**src/design/sbmu_pkg.sv**
```systemverilog
// Shared types and constants of the segmented byte memory unit.
`default_nettype none

package sbmu_pkg;

    localparam int MEM_BYTES     = 16384;
    localparam int SEGMENT_COUNT = 8;
    localparam int ENTRY_REGS    = 8;
    localparam int SEG_IDX_W     = $clog2(ENTRY_REGS);
    localparam int CFG_ADDR_W    = SEG_IDX_W + 2;
    localparam int BANK_COUNT    = 4;
    localparam int BANK_SEL_W    = 2;
    localparam int BANK_ROWS     = MEM_BYTES / BANK_COUNT;
    localparam int ROW_W         = $clog2(BANK_ROWS);
    localparam int QUEUE_DEPTH   = 2;
    localparam int QPTR_W        = $clog2(QUEUE_DEPTH);
    localparam int QCNT_W        = $clog2(QUEUE_DEPTH + 1);

    localparam logic [31:0] ENTRY_UNASSIGNED = 32'hFFFF_FFFF;

    typedef enum logic [1:0] {
        OP_READ  = 2'd0,
        OP_WRITE = 2'd1,
        OP_LOAD  = 2'd2,
        OP_NONE  = 2'd3
    } op_t;

    typedef enum logic [2:0] {
        FAULT_NONE       = 3'd0,
        FAULT_BAD_COUNT  = 3'd1,
        FAULT_BAD_SEG    = 3'd2,
        FAULT_PAST_SEG   = 3'd3,
        FAULT_PAST_MEM   = 3'd4,
        FAULT_LOAD_RANGE = 3'd5
    } fault_t;

    typedef logic [ENTRY_REGS-1:0][31:0] seg_table_t;

    // One classified access as it travels from the front to the back.
    typedef struct packed {
        logic        rd;
        logic        wr;
        logic [15:0] phys;
        logic [2:0]  count;
        logic [31:0] wdata;
        fault_t      fault;
    } cmd_t;

endpackage

`default_nettype wire

```
**src/design/sbmu_queue.sv**
```systemverilog
// Short command queue between the front end and the memory back end.
`default_nettype none

module sbmu_queue (
    input  wire logic           clk,
    input  wire logic           rst_n,
    input  wire logic           push,
    input  wire sbmu_pkg::cmd_t cmd_in,
    input  wire logic           pop,
    output sbmu_pkg::cmd_t      cmd_out,
    output logic                full,
    output logic                empty
);
    import sbmu_pkg::*;

    cmd_t              slot_reg [QUEUE_DEPTH];
    logic [QPTR_W-1:0] wr_ptr_reg;
    logic [QPTR_W-1:0] wr_ptr_next;
    logic [QPTR_W-1:0] rd_ptr_reg;
    logic [QPTR_W-1:0] rd_ptr_next;
    logic [QCNT_W-1:0] count_reg;
    logic [QCNT_W-1:0] count_next;

    assign full    = (count_reg == QCNT_W'(QUEUE_DEPTH));
    assign empty   = (count_reg == '0);
    assign cmd_out = slot_reg[rd_ptr_reg];

    always_comb
    begin
        wr_ptr_next = wr_ptr_reg;
        rd_ptr_next = rd_ptr_reg;
        count_next  = count_reg;
        if (push)
        begin
            wr_ptr_next = (wr_ptr_reg == QPTR_W'(QUEUE_DEPTH - 1)) ? '0 : wr_ptr_reg + 1'b1;
        end
        if (pop)
        begin
            rd_ptr_next = (rd_ptr_reg == QPTR_W'(QUEUE_DEPTH - 1)) ? '0 : rd_ptr_reg + 1'b1;
        end
        if (push && !pop)
        begin
            count_next = count_reg + 1'b1;
        end
        else if (pop && !push)
        begin
            count_next = count_reg - 1'b1;
        end
    end

    always_ff @(posedge clk or negedge rst_n)
    begin
        if (!rst_n)
        begin
            wr_ptr_reg <= '0;
            rd_ptr_reg <= '0;
            count_reg  <= '0;
        end
        else
        begin
            wr_ptr_reg <= wr_ptr_next;
            rd_ptr_reg <= rd_ptr_next;
            count_reg  <= count_next;
        end
    end

    always_ff @(posedge clk)
    begin
        if (push)
        begin
            slot_reg[wr_ptr_reg] <= cmd_in;
        end
    end

endmodule

`default_nettype wire

```
**config.mk**
```make
export PLATFORM = sky130hd
export DESIGN_NAME = sbmu_queue
export DESIGN_NICKNAME = d
export VERILOG_FILES = /design/src/design/sbmu_pkg.sv /design/src/design/sbmu_queue.sv
export SDC_FILE = /design/constraint.sdc
export NUM_CORES = 1
export LEC_CHECK = 0
export BUFFER_PORTS_ARGS = -buffer_cell sky130_fd_sc_hd__buf_2
export CAP_MARGIN = 20
export CORE_UTILIZATION = 50
export DETAILED_ROUTE_END_ITERATION = 12
export GPL_TIMING_DRIVEN = 1
export PLACE_DENSITY = 0.77
export SYNTH_ARGS = -nofsm -noshare
export SYNTH_HDL_FRONTEND = slang
export SYNTH_SLANG_ARGS = --single-unit
```
**constraint.sdc**
```tcl
create_clock -name clk -period 10.4 [get_ports clk]
set_input_delay 2.08 -clock clk [delete_from_list [all_inputs] [get_ports clk]]
set_output_delay 2.08 -clock clk [all_outputs]
set_load 0.03 [all_outputs]
```
=== Word level (Yosys, flattened, before mapping) ===
Memories as Yosys holds them, arrays and structs flattened.
Cells that the tools add are included.

* Flip-flop bits (word level): 4
* RAM bits: 112
* Output and inout port bits: 58
* Word-level logic and storage cells: 21
* Memories: 1

{| class="wikitable"
|+ Memories
! name !! depth !! width !! read ports !! clocked after Yosys merged registers in !! write ports !! line !! source
|-
| slot_reg || 2 || 56 || 1 || 0 || 1 || sbmu_queue.sv:16 || <nowiki>cmd_t slot_reg [QUEUE_DEPTH];</nowiki>
|}

* Add/sub/neg operators: 4
* Equality and inequality tests: 1
* Multiplexer cells: 6
* Reduce and logical (&&, ||, !) cells: 6

{| class="wikitable"
|+ Operators with widths
! cell !! number
|-
| two-way mux 1 bit || 4
|-
| two-way mux 2 bit || 2
|-
| adder 1 bit (second input constant) || 2
|-
| adder 2 x 1 -> 2 bit (second input constant) || 1
|-
| equality test 2 bit (second input constant) || 1
|-
| logical AND 1 bit || 2
|-
| logical NOT 1 bit || 2
|-
| logical NOT 2 bit || 1
|-
| nonzero test 2 bit || 1
|-
| subtractor 2 x 1 -> 2 bit (second input constant) || 1
|}

=== Logic depth before layout (Yosys ltp) ===
* Word-level depth: 4
* Mapped depth: 5
* Gate-level depth less buffers: 5

=== Least setup slack after synthesis ===
OpenSTA, ideal clock, no wires.

* Path kind: input-to-reg
* Start: input port push
* End: memory slot_reg[0][0] in the netlist's numbering (enable)
* Data arrival time: 4.553 ns
* Required time: 9.923 ns
* Setup slack: 5.371 ns
* Stages on the path: 1
* Cells stage by stage: nor2b_1

* Cells in the longest elaborated chain, start to end: 2

{| class="wikitable"
|+ Ends and longest elaborated chain
! item !! line !! source
|-
| from (decl) || sbmu_queue.sv:7 || <nowiki>input wire logic push,</nowiki>
|-
| two-way mux 1 bit || sbmu_queue.sv:69 || <nowiki>if (push)</nowiki>
|-
| two-way mux 1 bit (implied by the code) || sbmu_queue.sv:71 || <nowiki>slot_reg[wr_ptr_reg] <= cmd_in;</nowiki>
|-
| to (decl) || sbmu_queue.sv:16 ||
|}

Every way passes these cells.

==> out/results.txt <==
status: finished, final reports clean
fin crit share: 0.4072
critical path class: reg2out
Die Wd: 95.25 um
post-synthesis adder-cell area fraction: 0.002878
ys async rst share: 0.03448
Core ar.: 0.008299 mm^2
CP arrival: 2150 ps
cell taking the most area after synthesis: edfxtp_1
largest net degree at the start of global routing: 58
worst slew pin tran: 931.8 ps
post-synth top area share: 0.7735
Worst slew margin: 0.3788
area occupied by multi-input gates: 834.6 um^2
Clock Latency Late Sink: 490 ps
clock skew: 4.481 ps
hold slack final: 494.1 ps
TNS Setup: 0 ps
startpoint types: flop
fraction of layout cells with a size suffix above 1: 0.6138
CTS Hold Bufs: 0
placed instance count: 408
Die ar.: 0.009073 mm^2
DRT iter0 DRCs: 63
Cell Area, Synth: 0.004348 mm^2
drt pass-1 iters: 4
Tmin final: 4235 ps
Vias/cell: 4.886
RePlAce Congestion: 0.6504
largest family of logic cells by synthesized area: multiplexers
register area: 0.003467 mm^2
Crit Reg-Reg Endpoint: slot_reg[0][2]
Synth Instances: 190
Synth Area in XOR/XNOR: 0.01007
endpoints failing hold: 0
die height: 95.25 um
Starting Density: 0.5239
Largest register FFs: 112
cell with the most instances after synthesis: edfxtp_1
drt drc: 0
FF-to-FF Start: wr_ptr_reg
Top FF cell, synth: edfxtp_1
CTS tree: yes
Critical Path RT: 8320 ps
Avg Cell Area, Syn: 22.88 um^2
Filler cells: 578
Clock Pin Slew Worst Setup and Hold Paths: 50 ps
P per Cell Area: 312.4 mW/mm^2
VDD IR-drop max: 0.0001852 V
Cell Rows: 33
Seq/Total Area, Yosys: 0.7965
Finished Cell Area: 0.005574 mm^2
global route overflow: 0
first-pass GRT wire length: 10610 um
vias in the first global route: 2254
Buffers on Ports: 117
Hold Path Class: reg2reg
Post-synth EDFFs: 112
fin cells: 439
Post-CTS Setup Bufs: 0
mux share of post-synthesis cell area: 0.1709
Critical Path End Type: output pin
detailed-route wire length: 6821 um
Worst R2R Path Depth: 2
max-cap viol count: 0
HPWL Detailed: 4234 um
Synth Warn #: 0
worst hold endpoint: count_reg[1]
initial antenna violation count: 0
Critical Path Start: rd_ptr_reg
io pins: 118
fmax: 236.2 MHz
H-tree Lvls: 4
Unique masters post-synth: 13
Final ANT Viol Nets: 0
HP Start: count_reg[1]
Crit Path Max Fanout: 57
simple-gate share of the synthesized area: 0.006043
top cells by area, synth: edfxtp_1, mux2_4, mux2_2
clk root buf: clkbuf_8
leakage: 2.226 nW
flops & latches, synth: 116
Antenna diodes: 0
Clock Tree Buf Depth: 2
Final setup violation count: 0
vias post-DR: 2145
hold depth: 1
Wirelength per Cell: 15.54 um
Reg2Reg Setup Slack: 8580 ps
RSZ-0062 raised after global routing: false
Synth Net Count: 251
PnR Total Power: 0.001741 W
Sink Count: 116
Max Slew Vio Count: 0
Total GRT Usage: 0.1655
area grow syn2layout: 28.20%
Compound-Gate Fraction of Synth Area: 0
Final #Nets: 383
cts bufs inserted: 17
# resized after CTS: 0
top post-synthesis cells by count: edfxtp_1, mux2_4, mux2_2
Placed Instance Area: 0.005037 mm^2
-- cell usage in the layout (no fill, tap or decap) --
cell type,count
and2_2,1
buf_2,117
buf_4,2
bufinv_16,2
clkbuf_1,2
clkbuf_16,16
clkbuf_8,1
clkinv_1,2
clkinv_2,5
clkinvlp_4,3
dfrtp_1,3
dfrtp_4,1
edfxtp_1,112
ha_1,1
inv_1,1
mux2_2,26
mux2_4,30
nor2_1,2
nor2b_1,1
nor2b_4,1
xnor2_1,1
xor2_1,4
-- critical path, cell delays in order (launching register included) --
cell	delay (ps)
dfrtp_4	1000
mux2_2	410
buf_2	170
-- where the power goes --
group          leakage, nW  internal (W)  total, W  switching, W
sequential            1.10      0.000622  0.000699     0.0000762
clock                0.258      0.000334  0.000521      0.000186
combinational        0.871      0.000214  0.000522      0.000307
-- cell families (layout without fill, tap and decap cells) --
group | after synthesis | in the layout
xor+xnor | 5 | 5
fa+ha+maj | 1 | 1
buf+inv | 7 | 151
flops | 116 | 116
mux | 56 | 56
simple gates | 5 | 5
-- routing by layer --
metal  vias up  share of wire  GRT usage
li1       1017              -          -
met3         3          0.068    0.07735
met5         -              0          0
met1      1047           0.40     0.1848
met2        78           0.53     0.2744
met4         0         0.0029    0.06439
-- final cells by class --
cell class,instances,area share
inverters,1,0.0006734
multi-input cells,67,0.1497
flip-flops and latches,116,0.6220
clock inverters,12,0.02065
clock buffers,19,0.07565
repair buffers,119,0.1077
well taps,105,0.02357
-- worst max-delay path by stage --
stage	endpoint	slack, ps	cells after the start
2_1_floorplan	slot_reg[0][0]	5370	1
3_3_place_gp	cmd_out[42]	6650	2
3_5_place_dp	cmd_out[42]	6670	2
4_1_cts	cmd_out[32]	6120	2
5_1_grt	cmd_out[33]	6040	2
6_report	cmd_out[41]	6170	2
-- through the flow --
stage / utilization / setup slack [ps]
4_1_cts: 0.6716 / 6123
6_report: 0.6716 / 6165
5_1_grt: 0.6716 / 6043
3_5_place_dp: 0.6070 / 6668
2_1_floorplan: - / 5371
3_3_place_gp: 0.6070 / 6652
No activity file was read; power rests on OpenSTA's default activity.
