### config.mk
export PLATFORM = sky130hd
export DESIGN_NAME = sbmu_cfg
export DESIGN_NICKNAME = d
export VERILOG_FILES = /design/src/design/sbmu_pkg.sv /design/src/design/sbmu_cfg.sv
export SDC_FILE = /design/constraint.sdc
export NUM_CORES = 1
export LEC_CHECK = 0
export BUFFER_PORTS_ARGS = -buffer_cell sky130_fd_sc_hd__buf_2
export CAP_MARGIN = 20
export CORE_MARGIN = 2
export CORE_UTILIZATION = 50
export CTS_CLUSTER_SIZE = 16
export DETAILED_ROUTE_END_ITERATION = 6
export PLACE_DENSITY = 0.84
export SYNTH_ARGS = -nofsm -noshare
export SYNTH_HDL_FRONTEND = slang
export SYNTH_SLANG_ARGS = --single-unit
export TNS_END_PERCENT = 20
### constraint.sdc
create_clock -name clk -period 2.2 [get_ports clk]
set_input_delay 0.11 -clock clk [delete_from_list [all_inputs] [get_ports clk]]
set_output_delay 0.11 -clock clk [all_outputs]
set_load 0.03 [all_outputs]
### src/design/sbmu_pkg.sv
// Shared types and constants of the segmented byte memory unit.
`default_nettype none

package sbmu_pkg;

    localparam int MEM_BYTES     = 16384;
    localparam int SEGMENT_COUNT = 8;
    localparam int ENTRY_REGS    = 8;
    localparam int SEG_IDX_W     = $clog2(ENTRY_REGS);
    localparam int CFG_ADDR_W    = SEG_IDX_W + 2;
    localparam int BANK_COUNT    = 4;
    localparam int BANK_SEL_W    = 2;
    localparam int BANK_ROWS     = MEM_BYTES / BANK_COUNT;
    localparam int ROW_W         = $clog2(BANK_ROWS);
    localparam int QUEUE_DEPTH   = 2;
    localparam int QPTR_W        = $clog2(QUEUE_DEPTH);
    localparam int QCNT_W        = $clog2(QUEUE_DEPTH + 1);

    localparam logic [31:0] ENTRY_UNASSIGNED = 32'hFFFF_FFFF;

    typedef enum logic [1:0] {
        OP_READ  = 2'd0,
        OP_WRITE = 2'd1,
        OP_LOAD  = 2'd2,
        OP_NONE  = 2'd3
    } op_t;

    typedef enum logic [2:0] {
        FAULT_NONE       = 3'd0,
        FAULT_BAD_COUNT  = 3'd1,
        FAULT_BAD_SEG    = 3'd2,
        FAULT_PAST_SEG   = 3'd3,
        FAULT_PAST_MEM   = 3'd4,
        FAULT_LOAD_RANGE = 3'd5
    } fault_t;

    typedef logic [ENTRY_REGS-1:0][31:0] seg_table_t;

    // One classified access as it travels from the front to the back.
    typedef struct packed {
        logic        rd;
        logic        wr;
        logic [15:0] phys;
        logic [2:0]  count;
        logic [31:0] wdata;
        fault_t      fault;
    } cmd_t;

endpackage

`default_nettype wire

### src/design/sbmu_cfg.sv
// Segment descriptor registers behind the APB-style configuration port.
`default_nettype none

module sbmu_cfg (
    input  wire logic                           clk,
    input  wire logic                           rst_n,
    input  wire logic                           psel,
    input  wire logic                           penable,
    input  wire logic                           pwrite,
    input  wire logic [sbmu_pkg::CFG_ADDR_W-1:0] paddr,
    input  wire logic [31:0]                    pwdata,
    output logic      [31:0]                    prdata,
    output logic                                pready,
    output sbmu_pkg::seg_table_t                seg_table
);
    import sbmu_pkg::*;

    seg_table_t entry_reg;
    logic [SEG_IDX_W-1:0] reg_idx;

    assign reg_idx = paddr[CFG_ADDR_W-1:2];
    assign pready  = 1'b1;
    assign prdata  = entry_reg[reg_idx];
    assign seg_table = entry_reg;

    always_ff @(posedge clk or negedge rst_n)
    begin
        if (!rst_n)
        begin
            for (int i = 0; i < ENTRY_REGS; i++)
            begin
                entry_reg[i] <= ENTRY_UNASSIGNED;
            end
        end
        else if (psel && penable && pwrite)
        begin
            entry_reg[reg_idx] <= pwdata;
        end
    end

endmodule

`default_nettype wire

== Yosys cells after proc, flatten, opt, wreduce, memory -nomap -nowiden ==
Index checks and enable logic that the tools add are counted.
Cells by class
  magnitude comparators: 2
  muxes and demuxes: 5
  reduce and logical (&&, ||, !) cells: 3
Operators by type and width (number)
  256-bit bitwise mux: 1
  32-bit binary-select mux with 3-bit select: 1
  32-bit demux with 3-bit select: 1
  32-bit two-way mux: 2
  3-bit by 4-bit less-than comparator with 1-bit output (second input constant): 1
  3-bit by 1-bit >= comparator with 1-bit output (second input constant): 1
  1-bit logical AND: 3
Word-level totals
  bits in registers: 256
  input bits: 42
  output and inout port bits: 289

== Depth between registers and ports, before layout ==
Gate-level depths: netlist of run 1.
  depth after elaboration: 5
  gate-level depth with buffers: 6

== Worst setup path after synthesis of run 1 ==
No wires, ideal clock.
  path type: input -> output
  start point: input port paddr[2] (netlist bit)
  end point: output port prdata[0]
  data arrival time: 1.643 ns
  required time: 2.090 ns
  setup slack: 0.447 ns
  stages: 5
  cells stage by stage: buf_6 buf_2 buf_2 mux4_2 mux2_2
Between the ends
  longest elaborated chain between the ends: 2
Ends and longest elaborated chain
  start, declared: line sbmu_cfg.sv:10  | input wire logic [sbmu_pkg::CFG_ADDR_W-1:0] paddr,
  32-bit binary-select mux with 3-bit select: line sbmu_cfg.sv:23  | assign prdata = entry_reg[reg_idx];
  32-bit two-way mux (implied by the code): line sbmu_cfg.sv:23
  end, declared: line sbmu_cfg.sv:12  | output logic [31:0] prdata,
No other way between the ends. The select of a mux whose other input is x is not followed.

== Final worst setup path of run 1 ==
  start point: register entry_reg, in the netlist seg_table[255]
  end point: output port prdata[31]
Between the ends
  longest elaborated chain between the ends: 2
Ends and longest elaborated chain
  start, declared: line sbmu_cfg.sv:18  | seg_table_t entry_reg;
  start signal, assigned by index: line sbmu_cfg.sv:37  | entry_reg[reg_idx] <= pwdata;
  32-bit binary-select mux with 3-bit select: line sbmu_cfg.sv:23
  32-bit two-way mux (implied by the code): line sbmu_cfg.sv:23
No other way between the ends. The select of a mux whose other input is x is not followed.

==> impl_metrics.yaml, run 1 <==
clock_network:
  cts_buffers: 28
  htree_levels: 1
  cts.clk_slew.worst_paths_ns: 0.06
  cts_resized: 0
  hold_buffers: 33
  tritoncts: "yes"
  clkLatencyLatePin_ns: 0.53
  clock-root-buffer: "clkbuf_16"
  cts.path.max_buffers: 3
  cts.sinks: 256
  cts_setup_buffers: 0
global_routing:
  grt_usage_pct: 25.01
  grt_first_pass_wirelength_um: 47400
  grt_max_degree: 76
  overflow: 0
  grt_pass1_vias: 8013
  antenna_found_initial: 1
synthesis:
  ys_seq_area_share_pct: 56.50
  syn_area_sq_um: 11910
  synth.largest_area_cell: "dfstp_2"
  synth_most_common_cell: "mux2_2"
  synthCells: 676
  synth_edf_count: 0
  synth-async-reset-ratio_pct: 100.0
  ys_ff_latch: 256
  synth_cell_type_count: 26
  netlist_top_cells_area: "dfstp_2 57%, mux2_2 24%, mux4_2 12%"
  netlist.area_leader.share_pct: 56.50
  synth_ff_type: "dfstp_2"
  synth_common_cells: "257 x mux2_2, 256 x dfstp_2, 62 x mux4_2"
  synth_nets: 718
  yosysWarnings: 0
  syn_avg_cell_area_sq_um: 17.61
timing:
  tightest_slew_ns: 0.5476
  finalSetupViolCount: 0
  finalMaxSlewViolations: 0
  grt_setup_unrepaired: "false"
  setup_tns_ns: 0
  fin_skew_ns: 0
  slew_headroom_pct: 63.49
  hold_viol: 0
  fmax_ghz: 0.5053
  post-route-period-util_pct: 89.96
  min_period_ns: 1.979
  holdWs_ns: 0.2437
drt:
  drt_iter0_drc: 375
  viasPerCell: 5.550
  drc: 0
  routed_wl_um: 32090
  num_vias: 7687
  routedWlPerCell_um: 23.17
  firstDrtPassIters: 4
  route.antenna.remaining_nets: 0
final_layout:
  n_fill_cell: 1662
  final_cells: 1385
  layout-drive-gt1-share_pct: 95.12
  syn_to_final_growth_pct: 28.04
  fin_nets: 1086
  largest_reg_flops: 256
power:
  switchingPower_mw: 6.011
  intPower_mw: 11.13
  p_per_area_nw_per_um2: 1125
  seqPwrFrac_pct: 41.4
  pwr-share-comb_pct: 31.9
  power.total_mw: 17.14
  swShare_pct: 35.07
  ir_drop_mv: 0.7841
  pwr-share-clk_pct: 26.7
  leakage_nw: 6.845
worst_setup_path:
  start_kind: "flip-flop"
  endpoint_kind: "primary output"
  crit_arrival_ns: 1.87
  critPathKind: "reg -> out"
  cp_slowest_stage_delay_ns: 0.49
  path_buf_inv: 1
  slowest_stage: "mux4_2"
  path_max_fanout: 3
  cp_cell_sequence: "mux4_2, mux2_2, buf_2"
  required_ns: 2.09
  critical_path.top_delay_family: "multiplexers"
die:
  rows: 56
  start_util_pct: 50.87
  die_height_um: 158.3
  die_area_sq_um: 25060
  dieWidth_um: 158.3
  num_io_pins: 331
  core_region_area_sq_um: 23400
placed_design:
  dp_cells: 1300
  hpwl_um: 21220
  io_buffer_count: 327
  gp_congestion: 0.7734
run:
  max_cap_violations: 0
min_path:
  hold_class: "in -> reg"
outcome:
  outcome: "finished, final reports clean"
-- per-layer routing --
| layer | share of wire (%) | global-route usage, % |
|---|---|---|
| met4 | 2.3 | 6.564 |
| met5 | 0 | 0 |
| met1 | 41 | 32.84 |
| met2 | 51 | 43.21 |
| met3 | 5.9 | 4.464 |
-- final timing paths --
check	start	endpoint	slack [ns]	depth (start not counted)
setup / recovery	seg_table[255]	prdata[31]	0.22	3
hold / removal	paddr[4]	seg_table[28]	0.24	4
setup reg to reg	seg_table[185]	seg_table[185]	1.38	1
hold reg to reg	seg_table[204]	seg_table[204]	0.62	1
max in group asynchronous	rst_n	seg_table[1]	1.33	3
min in group asynchronous	rst_n	seg_table[54]	0.38	2
-- cell families after synthesis --
logic type	Yosys count	synth area share (%)
simple gates	15	0.9143
other cells	1	0.03150
mux	351	40.00
buf+inv	48	2.270
compound gates	5	0.2837
flops	256	56.50
-- stage by stage --
stage          cell area (sq um)  util (%)  worst slack [ns]
3_3_place_gp               14000     59.81            0.2847
2_1_floorplan              11910         -            0.4467
4_1_cts                    15240     65.13            0.1905
5_1_grt                    15240     65.13            0.1682
3_5_place_dp               14000     59.81            0.2646
6_report                   15240     65.14            0.2208
-- area by class of cell --
cell class              instances  area, sq um  share of cell area, %
diodes                          1        2.502                0.01642
clock buffers                  41        830.8                  5.450
flip-flops and latches        256         6726                  44.13
clock inverters                10        83.83                 0.5499
multi-input cells             372         4949                  32.46
repair buffers                386         2252                  14.77
well taps                     319        399.1                  2.618
-- power by group through the flow --
stage                     Combinational [mW]  Sequential [mW]  Clock (mW)
after floorplan                         1.92             8.93           0
after global placement                  5.33             7.07           0
after detailed placement                5.42             7.14           0
after CTS                               5.49             7.09        4.68
after global routing                    5.73             7.22        4.89
final                                   5.47             7.10        4.58
-- layout by cell type, fill, tap and decap left out, types with 22 or more instances in the layout --
cell type and instances:
mux2_2 257, buf_4 22, dfstp_2 256, dlygate4sd3_1 33, buf_2 324, clkbuf_16 29, mux4_2 62, mux2_4 30
No activity file was read; power rests on OpenSTA's default activity.
==> run 2: changes to the inputs <==
--- a/config.mk
+++ b/config.mk
@@ -8,10 +8,12 @@
 export BUFFER_PORTS_ARGS = -buffer_cell sky130_fd_sc_hd__buf_2
 export CAP_MARGIN = 20
 export CORE_MARGIN = 2
-export CORE_UTILIZATION = 50
+export CORE_UTILIZATION = 30
+export CTS_CLUSTER_DIAMETER = 50
 export CTS_CLUSTER_SIZE = 16
 export DETAILED_ROUTE_END_ITERATION = 6
-export PLACE_DENSITY = 0.84
+export PLACE_DENSITY = 0.58
+export REMOVE_ABC_BUFFERS = 1
 export SYNTH_ARGS = -nofsm -noshare
 export SYNTH_HDL_FRONTEND = slang
 export SYNTH_SLANG_ARGS = --single-unit
==> impl_metrics.yaml, run 2 (same netlist as run 1, synthesis figures left out) <==
outcome:
  outcome: "finished, final reports clean"
die:
  die_height_um: 203.2
  die_area_sq_um: 41290
  rows: 72
  core_region_area_sq_um: 38920
  dieWidth_um: 203.2
  num_io_pins: 331
  start_util_pct: 30.59
drt:
  routedWlPerCell_um: 21.80
  met1Wirelength_um: 15460
  wl_met3_um: 2244
  num_vias: 7676
  drc: 0
  highest_layer: "met5"
  routed_wl_um: 34850
  drt_iter0_drc: 245
  firstDrtPassIters: 4
  viasPerCell: 4.801
  met2_length_um: 16530
  route.antenna.remaining_nets: 0
final_layout:
  multi_input_area_sq_um: 4952
  largest_reg_flops: 256
  diodes: 0
  stdcell_area_sq_um: 15920
  layout_common_cells: "323 x buf_2, 257 x mux2_2, 256 x dfstp_2"
  n_fill_cell: 3660
  syn_to_final_growth_pct: 33.73
  fin_nets: 1098
  seq_area_sq_um: 6726
  layout-drive-gt1-share_pct: 95.56
  mostFrequentLayoutCell: "buf_2"
timing:
  fmax_ghz: 0.5160
  finalMaxSlewViolations: 0
  finalSetupViolCount: 0
  slew_headroom_pct: 53.22
  fin_skew_ns: 0
  tightest_slew_ns: 0.7017
  post-route-period-util_pct: 88.09
  grt_setup_unrepaired: "false"
  setup_slack_ns: 0.2619
  hold_viol: 0
  min_period_ns: 1.938
clock_network:
  cts_resized: 0
  clkLatencyLatePin_ns: 0.52
  cts_buffers: 35
  cts.path.max_buffers: 3
  clock-root-buffer: "clkbuf_16"
  htree_levels: 2
  cts.clk_slew.worst_paths_ns: 0.06
  cts.sinks: 256
  tritoncts: "yes"
worst_setup_path:
  cp_slowest_stage_delay_ns: 0.48
  start_kind: "flip-flop"
  path_buf_inv: 1
  endpoint_kind: "primary output"
  crit_arrival_ns: 1.83
  critPathKind: "reg -> out"
  cp_cell_sequence: "mux4_2, mux2_2, buf_2"
  slowest_stage: "mux4_2"
  required_ns: 2.09
  path_max_fanout: 3
  critical_path.top_delay_family: "multiplexers"
placed_design:
  hpwl_um: 23290
  gp_congestion: 0.7296
  place_ws_ns: 0.2676
  io_buffer_count: 327
  dpl_cell_area_sq_um: 14390
power:
  ir_drop_mv: 1.072
  p_per_area_nw_per_um2: 1150
  leakage_nw: 7.033
  power.total_mw: 18.30
global_routing:
  antenna_found_initial: 2
  grt_max_degree: 85
  grt_first_pass_wirelength_um: 52380
  grt_usage_pct: 16.82
  grt_pass1_vias: 8042
  overflow: 0
run:
  max_cap_violations: 0
min_path:
  hold_class: "in -> reg"
==> run 2: changes by cell type in the layout (fill, tap and decap cells not counted), sizes merged <==
cell	delta
buf	+5
bufinv	+2
clkbuf	+3
clkinv	-2
clkinvlp	+3
diode	-1
inv	+5
==> run 2: tightest hold or removal path, stage by stage <==
cell and delay [ns]:
buf_2 0.13, nand3b_4 0.12, nor2_4 0.07, mux2_2 0.21
==> run 2: what timing repair did <==
| action | 4_1_cts | 5_1_grt |
|---|---|---|
| hold buffers | 33 | 0 |
| buffers inserted | 0 | 0 |
| hold endpoints to repair | 283 | 0 |
==> run 2: where the power goes <==
part           total (mW)  leakage (nW)  switching (mW)  internal [mW]
clock network        5.77         0.581            2.16           3.61
logic                5.48          3.78            3.39           2.09
registers            7.05          2.67           0.719           6.33
total                18.3          7.03            6.28           12.0
==> run 2: layer usage <==
layer,vias up,track usage (%)
met5,-,0
met4,2,4.771
met3,45,4.522
met2,238,26.88
met1,4074,22.47
li1,3317,-
==> run 2: per-stage QoR <==
| step | utilization (%) | hold WS (ns) | std cells | setup TNS, ns |
|---|---|---|---|---|
| after global placement | 36.97 | 0.4350 | 1504 | 0 |
| final | 40.91 | 0.1483 | 1599 | 0 |
| after global routing | 40.91 | 0.1455 | 1599 | 0 |
| after CTS | 40.91 | 0.1134 | 1599 | 0 |
| after detailed placement | 36.97 | 0.4487 | 1504 | 0 |
| after floorplan | - | -0.03784 | 628 | -50.03 |
==> run 2: final timing paths <==
path	start	endpoint	slack, ns	depth (start not counted)
max in group asynchronous	rst_n	seg_table[252]	1.19	3
hold reg to reg	seg_table[182]	seg_table[182]	0.62	1
setup reg to reg	seg_table[44]	seg_table[44]	1.44	1
setup / recovery	seg_table[169]	prdata[9]	0.26	3
min in group asynchronous	rst_n	seg_table[239]	0.58	2
hold / removal	penable	seg_table[72]	0.15	4
==> run 2: area by class of cell <==
cell class              instances  share of cell area, %
clock inverters                18                  1.250
clock buffers                  44                  6.295
multi-input cells             372                  31.11
repair buffers                391                  15.03
flip-flops and latches        256                  42.25
well taps                     518                  4.071
