## config.mk

```make
export PLATFORM = sky130hd
export DESIGN_NAME = sbmu_front
export DESIGN_NICKNAME = d
export VERILOG_FILES = /design/src/design/sbmu_pkg.sv /design/src/design/sbmu_front.sv
export SDC_FILE = /design/constraint.sdc
export NUM_CORES = 1
export LEC_CHECK = 0
export BUFFER_PORTS_ARGS = -buffer_cell sky130_fd_sc_hd__buf_2
export CAP_MARGIN = 40
export CORE_AREA = 5 5 146 148
export DETAILED_ROUTE_END_ITERATION = 8
export DIE_AREA = 0 0 151 153
export PLACE_DENSITY = 0.64
export SLEW_MARGIN = 20
export SYNTH_ARGS = -nofsm -noshare
export SYNTH_HDL_FRONTEND = slang
export SYNTH_SLANG_ARGS = --single-unit
export TNS_END_PERCENT = 100
```

## constraint.sdc

```tcl
create_clock -name vclk -period 8.3
set_input_delay 1.245 -clock vclk [all_inputs]
set_output_delay 1.245 -clock vclk [all_outputs]
set_load 0.03 [all_outputs]
```

## src/design/sbmu_pkg.sv

```systemverilog
// Shared types and constants of the segmented byte memory unit.
`default_nettype none

package sbmu_pkg;

    localparam int MEM_BYTES     = 16384;
    localparam int SEGMENT_COUNT = 8;
    localparam int ENTRY_REGS    = 8;
    localparam int SEG_IDX_W     = $clog2(ENTRY_REGS);
    localparam int CFG_ADDR_W    = SEG_IDX_W + 2;
    localparam int BANK_COUNT    = 4;
    localparam int BANK_SEL_W    = 2;
    localparam int BANK_ROWS     = MEM_BYTES / BANK_COUNT;
    localparam int ROW_W         = $clog2(BANK_ROWS);
    localparam int QUEUE_DEPTH   = 2;
    localparam int QPTR_W        = $clog2(QUEUE_DEPTH);
    localparam int QCNT_W        = $clog2(QUEUE_DEPTH + 1);

    localparam logic [31:0] ENTRY_UNASSIGNED = 32'hFFFF_FFFF;

    typedef enum logic [1:0] {
        OP_READ  = 2'd0,
        OP_WRITE = 2'd1,
        OP_LOAD  = 2'd2,
        OP_NONE  = 2'd3
    } op_t;

    typedef enum logic [2:0] {
        FAULT_NONE       = 3'd0,
        FAULT_BAD_COUNT  = 3'd1,
        FAULT_BAD_SEG    = 3'd2,
        FAULT_PAST_SEG   = 3'd3,
        FAULT_PAST_MEM   = 3'd4,
        FAULT_LOAD_RANGE = 3'd5
    } fault_t;

    typedef logic [ENTRY_REGS-1:0][31:0] seg_table_t;

    // One classified access as it travels from the front to the back.
    typedef struct packed {
        logic        rd;
        logic        wr;
        logic [15:0] phys;
        logic [2:0]  count;
        logic [31:0] wdata;
        fault_t      fault;
    } cmd_t;

endpackage

`default_nettype wire

```

## src/design/sbmu_front.sv

```systemverilog
// Front end: translates the address, checks the bounds and classifies each word.
`default_nettype none

module sbmu_front (
    input  wire logic                 in_valid,
    output logic                      in_stall,
    input  wire logic [1:0]           operation,
    input  wire logic [31:0]          address,
    input  wire logic [2:0]           byte_count,
    input  wire logic [31:0]          write_data,
    input  wire sbmu_pkg::seg_table_t seg_table,
    input  wire logic                 q_full,
    input  wire logic                 clearing,
    output logic                      push,
    output sbmu_pkg::cmd_t            cmd
);
    import sbmu_pkg::*;

    logic [15:0] seg_code;
    logic [15:0] offset;
    logic [31:0] entry;
    logic        count_ok;
    logic        seg_ok;
    logic [16:0] phys_sum;
    logic [16:0] seg_end;
    logic [17:0] mem_end;
    op_t         op;

    assign op       = op_t'(operation);
    assign seg_code = address[31:16];
    assign offset   = address[15:0];
    assign entry    = seg_table[address[16 +: SEG_IDX_W]];
    assign count_ok = (byte_count >= 3'd1) && (byte_count <= 3'd4);
    assign seg_ok   = (seg_code < 16'(SEGMENT_COUNT)) && (entry != ENTRY_UNASSIGNED);
    assign phys_sum = {1'b0, entry[31:16]} + {1'b0, offset};
    assign seg_end  = {1'b0, offset} + 17'(byte_count);
    assign mem_end  = {1'b0, phys_sum} + 18'(byte_count);

    assign in_stall = clearing | q_full;
    assign push     = in_valid & ~in_stall;

    always_comb
    begin
        cmd       = '0;
        cmd.fault = FAULT_NONE;
        unique case (op) inside
            OP_LOAD:
            begin
                cmd.phys = address[15:0];
                if (address >= 32'(MEM_BYTES))
                begin
                    cmd.fault = FAULT_LOAD_RANGE;
                end
                else
                begin
                    // A loader store is a one-byte write of the low data byte.
                    cmd.wr    = 1'b1;
                    cmd.count = 3'd1;
                    cmd.wdata = {24'd0, write_data[7:0]};
                end
            end
            OP_READ, OP_WRITE:
            begin
                if (!count_ok)
                begin
                    cmd.fault = FAULT_BAD_COUNT;
                end
                else if (!seg_ok)
                begin
                    cmd.fault = FAULT_BAD_SEG;
                end
                else
                begin
                    cmd.phys = phys_sum[15:0];
                    if (seg_end > {1'b0, entry[15:0]})
                    begin
                        cmd.fault = FAULT_PAST_SEG;
                    end
                    else if (mem_end > 18'(MEM_BYTES))
                    begin
                        cmd.fault = FAULT_PAST_MEM;
                    end
                    else
                    begin
                        cmd.rd    = (op == OP_READ);
                        cmd.wr    = (op == OP_WRITE);
                        cmd.count = byte_count;
                        cmd.wdata = write_data;
                    end
                end
            end
            OP_NONE:
            begin
                cmd.fault = FAULT_NONE;
            end
        endcase
    end

endmodule

`default_nettype wire

```

# Yosys cells after proc, flatten, opt, wreduce, memory -nomap -nowiden
# Cells that the tools add are included.
# totals
in_bits	328
ff_bits	0
word_cells	39
out_inout_bits	58
# op_classes
magnitude_cmp	7
n_reduce_logical	4
n_bitwise	3
addsub	3
n_eq_ne	4
n_mux	18
# op_table
op	count
$mux W53	2
$pmux W52 S2	1
$bmux W32 S3	1
$mux W35	2
$mux W33	1
$ge A32 B15 Y1 const B	1
$mux W32	1
$ne A32 B32 Y1 const B	1
$add A17 B3 Y18	1
$gt A18 B15 Y1 const B	1
$add A16 B16 Y17	1
$add A16 B3 Y17	1
$gt A17 B16 Y1	1
$lt A16 B4 Y1 const B	1
$mux W3	5
$pmux W3 S3	1
$eq A2 B2 Y1 const B	2
$lt A3 B4 Y1 const B	1
$mux W2	2
$ge A3 B1 Y1 const B	1
$le A3 B3 Y1 const B	1
$eq A2 B1 Y1 const B	1
$logic_and A1 B1 Y1	2
$logic_not A2 Y1	1
other kinds (5)	6

# Depth between registers and ports, before layout
# Gate-level depths: netlist of the first run.
# logic_depth
depth_word	10
mapped_depth	20
depth_no_buf	18

# Worst setup path after synthesis of the first run
# Ideal clock, no wire load.
# synth_path
path_kind	input port to output port
start	in address[16]
end	out cmd[55] (netlist name)
path_buffers	2
required_ps	7055
slack_ps	925
t_arrival_ps	6130
cell_stages	18
path_cell_list	clkbuf_1 > buf_2 > mux4_2 > mux2_2 > ha_1 > inv_1 > fa_1 > inv_1 > ha_1 > a21o_1 > a21oi_1 > or4_4 > nor4_4 > nor4b_4 > mux2i_1 > a211o_1 > a211oi_4 > nor2b_1
# synth_lines
element	line_no	text
start, declared	sbmu_front.sv:8	input wire logic [31:0] address,
end, declared	sbmu_front.sv:15	output sbmu_pkg::cmd_t cmd

==> results_dict.tcl, run 1 <==
set metrics [dict create \
    wl_per_cell_um 20.27 \
    pin_count 386 \
    syn_area_per_cell_um2 8.961 \
    final_layout_size_suffix_gt1_share_pct 55.24 \
    holdBufCountCts 0 \
    hold_viol 0 \
    worst_slack_ns 0.6333 \
    grt_first_pass_wirelength_um 34330 \
    pre_cts_ws_ns 0.6154 \
    synthToLayoutAreaGrowth_pct 47.61 \
    worst_pin_slew_ns 0.7693 \
    grt_usage_pct 19.00 \
    powerDensity_nw_per_um2 73.54 \
    ys_seq_area_share_pct 0 \
    drtPass1Iterations 5 \
    cap_violations 0 \
    power_leakage_nw 3.342 \
    layout_common_cells "385 x buf_2, 64 x mux4_2, 38 x ha_1" \
    clock_buffers 0 \
    path_max_fanout 41 \
    postSynthCellCount 520 \
    die-area_um2 23100 \
    peakVddDrop_mv 0.03578 \
    core_area_um2 19910 \
    setup-violations-final 0 \
    fin_area_um2 6878 \
    rsz0062_at_grt "false" \
    port_buffers 386 \
    outcome "completed" \
    yosysWarnings 0 \
    grt_overflow 0 \
    crit_path_start "address[16]" \
    slew_viol_final 0 \
    final_common_cell "buf_2" \
    fin_setup_tns_ns 0 \
    seq_cells 0 \
    period_share_pct 92.37 \
    path_class "input port to primary output" \
    vias 5921 \
    min_period_ns 7.667 \
    antenna_found_initial 6 \
    crit_end "cmd[30]" \
    start_kind "input port" \
    vias_per_cell 5.096 \
    fin_nets 1258 \
    synth_area_um2 4659 \
    drc 0 \
    routed_wl_um 23560 \
    synth_cell_types 68 \
    drt_iter0_drc 245 \
    crit_required_ns 7.05 \
    syn_nets 889 \
    arrival_ns 6.42 \
    grt_max_degree 42 \
    ctsResizeCount 0 \
    finalWeightedCongestion 0.9148 \
    die_w_um 151 \
    die_y_um 153 \
    grt_pass1_vias 6253 \
    row_count 52 \
    timing.fmax_mhz 130.4 \
    worst_setup_path_end_kind "primary output" \
    relSlewSlack_pct 48.68 \
    ant_nets 0 \
    start_util_pct 23.40 \
    post_cts_buffers 0 \
    hpwl_um 21500 \
    seqCellArea_um2 0 \
    hold_path.class "input port to primary output" \
    placed_area_um2 6865 \
]
-- metrics by stage --
| step | instances | power (mW) | util, % | hold slack, ns |
|---|---|---|---|---|
| after floorplan | 520 | 0.3357 | - | 2.600 |
| after global placement | 1157 | 0.5017 | 34.48 | 2.835 |
| after detailed placement | 1157 | 0.5054 | 34.48 | 2.835 |
| after CTS | 1157 | 0.5072 | 34.48 | 2.838 |
| after global routing | 1161 | 0.5604 | 34.53 | 2.847 |
| final | 1162 | 0.5058 | 34.55 | 2.836 |
-- critical path, cell delays in order --
cell and delay, ns:
buf_4 0.56, buf_4 0.39, mux4_2 0.56, mux2_2 0.29
ha_1 0.43, nand2_1 0.15, or3_1 0.37, a21oi_1 0.28
nor4_1 0.08, a211oi_1 0.62, nor4b_4 0.09, mux2i_1 0.15
a211o_1 0.34, a211oi_4 0.16, buf_4 0.31, and2_1 0.17
buf_2 0.19
-- cells in the mapped netlist (3+ instances only) --
library cell | n | area share (%)
nor4_1 | 8 | 1.1
xnor2_1 | 15 | 2.8
xor2_1 | 10 | 1.9
a211o_1 | 4 | 0.75
buf_2 | 8 | 0.86
mux4_2 | 64 | 31
o211ai_1 | 4 | 0.64
a22oi_1 | 9 | 1.4
and3_1 | 6 | 0.81
nor3_1 | 11 | 1.2
o21ai_0 | 14 | 1.5
nand2b_1 | 4 | 0.54
nor2_1 | 33 | 2.7
buf_1 | 4 | 0.32
fa_1 | 3 | 1.3
mux2_2 | 15 | 3.6
mux2i_1 | 18 | 3.9
a21oi_1 | 29 | 3.1
a211oi_1 | 7 | 1.1
nand3_1 | 19 | 2.0
or3_1 | 6 | 0.81
nor2b_1 | 7 | 0.94
clkbuf_1 | 14 | 1.1
a31oi_1 | 4 | 0.54
buf_6 | 3 | 0.72
o21a_1 | 14 | 2.3
a21o_1 | 13 | 2.1
nand4_1 | 17 | 2.3
nand2_1 | 33 | 2.7
and2_1 | 28 | 3.8
o21ai_1 | 4 | 0.43
inv_1 | 13 | 1.0
ha_1 | 38 | 10
-- cell families after synthesis --
kind of cell	share of synthesized area, %
AND/OR/NAND/NOR	22.53
AO/OA/AOI/OAI	18.69
multiplexers	38.43
buffers and inverters	4.162
adder cells (fa/ha/maj)	11.49
XOR/XNOR	4.699
-- cell type report --
cell class,instances,area (um^2)
repair buffers,396,2009
fillers,2131,13030
diodes,5,12.51
well taps,270,337.8
multi-input cells,477,4466
inverters,14,52.55
-- power by group --
part	leakage (nW)	switching (mW)	internal (mW)	total, mW
clock	0.0000317	0	0.0000000807	0.0000000808
sequential	0	0	0	0
combinational	3.34	0.269	0.237	0.506
-- metal layers --
layer	track usage (%)	vias up	wire length (um)
met5	0	-	26
met4	5.311	4	761
met3	4.383	44	2197
met2	35.84	310	12110
met1	20.95	2739	8466
li1	-	2824	-
-- worst min path at each step --
stage	start	slack, ns	endpoint	cells past startpoint
finish	write_data[7]	2.84	cmd[10]	3
global route	write_data[1]	2.85	cmd[4]	3
CTS	write_data[3]	2.84	cmd[6]	3
detailed placement	write_data[3]	2.83	cmd[6]	3
global placement	write_data[3]	2.84	cmd[6]	3
floorplan	operation[0]	2.60	cmd[55]	1
No activity file was read; power rests on OpenSTA's default activity.
==> run 2, diff against run 1 <==
- CELL_PAD_IN_SITES_DETAIL_PLACEMENT: unset -> 0
- CELL_PAD_IN_SITES_GLOBAL_PLACEMENT: unset -> 1
- CORE_AREA: 5 5 146 148 -> 5 5 147 149
- DIE_AREA: 0 0 151 153 -> 0 0 152 154
- PLACE_DENSITY: 0.64 -> 0.84
==> run 2 against run 1 <==
Setup slack gained 0.19 ns; core utilization is essentially flat; worst hold slack got worse by 0.013 ns; final area is 0.51% higher; non-clock buffer count fell by 1; first-iteration DRC count is 16% higher.
==> results_dict.tcl, run 2 (synthesized netlist as in run 1, its figures left out) <==
set metrics [dict create \
    start_kind "input port" \
    seq_cells 0 \
    ant_nets 0 \
    seqCellArea_um2 0 \
    grt_pass1_vias 6211 \
    fin_area_um2 6913 \
    setup-violations-final 0 \
    hold_path.class "input port to primary output" \
    wl_per_cell_um 21.21 \
    powerDensity_nw_per_um2 74.61 \
    drc 0 \
    power_leakage_nw 3.353 \
    final_layout_size_suffix_gt1_share_pct 55.19 \
    fin_setup_tns_ns 0 \
    power.total_mw 0.5158 \
    die_w_um 152 \
    slew_viol_final 0 \
    drtPass1Iterations 4 \
    drt_iter0_drc 285 \
    antenna_found_initial 8 \
    path_cells "buf_4, buf_16, mux4_2, mux2i_1, inv_1, ha_1, a211oi_1, o21ai_0, a32o_1, or4_4, nor4_4, nor4b_4, mux2i_1, a211o_1, a211oi_4, buf_4, and2_1, buf_2" \
    vias_per_cell 5.115 \
    clock_buffers 0 \
    die_y_um 154 \
    pre_cts_ws_ns 0.5466 \
    cpPeakStageDelay_ns 0.58 \
    grt_first_pass_wirelength_um 36260 \
    worst_pin_slew_ns 0.7755 \
    layout_common_cells "385 x buf_2, 64 x mux4_2, 38 x ha_1" \
    worst_slack_ns 0.8192 \
    die-area_um2 23410 \
    vias 5944 \
    cap_violations 0 \
    timing.fmax_mhz 133.7 \
    ctsResizeCount 0 \
    min_period_ns 7.481 \
    final_common_cell "buf_2" \
    worst_setup_path_end_kind "primary output" \
    peakVddDrop_mv 0.03254 \
    hold_viol 0 \
    crit_buf_inv 5 \
    path_class "input port to primary output" \
    fillers 2135 \
    synthToLayoutAreaGrowth_pct 48.36 \
    hold_slack_ns 2.823 \
    grt_max_degree 43 \
    core_area_um2 20040 \
    grt_overflow 0 \
    period_share_pct 90.13 \
    crit_slowest_cell "or4_4" \
    grt_usage_pct 19.51 \
    row_count 52 \
    fin_nets 1257 \
    port_buffers 386 \
    placed_area_um2 6870 \
    hpwl_um 22450 \
    arrival_ns 6.24 \
    routed_wl_um 24640 \
    critPathTopFamily "compound AO/OA/AOI/OAI gates" \
    rsz0062_at_grt "false" \
    outcome "completed" \
    start_util_pct 23.25 \
    finalWeightedCongestion 0.9337 \
    relSlewSlack_pct 48.27 \
    holdBufCountCts 0 \
    pin_count 386 \
    crit_required_ns 7.05 \
    path_max_fanout 40 \
    post_cts_buffers 0 \
]
## run 2: changes by cell type in the layout (fill, tap and decap cells not counted)
cell     before  now
buf_16        0    2
buf_4        11    8
diode_2       5    6
## run 2: power by group
part | switching [mW] | internal, mW
registers | 0 | 0
logic | 0.275 | 0.241
clock network | 0 | 0.0000000968
## run 2: cell type report
| class | instances | area [um^2] | area share, % |
|---|---|---|---|
| inverters | 14 | 52.55 | 0.7602 |
| repair buffers | 395 | 2042 | 29.54 |
| multi-input cells | 477 | 4466 | 64.60 |
| well taps | 270 | 337.8 | 4.887 |
| diodes | 6 | 15.01 | 0.2172 |
## run 2: final timing paths
check   startpoint       to  slack [ns]  cells after the start
max    address[16]  cmd[27]        0.82                     18
min       in_valid     push        2.82                      4
## run 2: per-layer routing
layer	vias to the layer above	share of wire [%]	GRT usage, %
met5	-	0.10	0
met4	4	1.4	3.039
met3	20	7.4	4.216
met2	284	49	34.70
met1	2809	42	24.77
li1	2827	-	-
## run 2: stage by stage
step,instances,utilization (%)
finish,1162,34.50
global route,1161,34.48
CTS,1155,34.28
detailed placement,1155,34.28
global placement,1154,34.15
floorplan,520,-
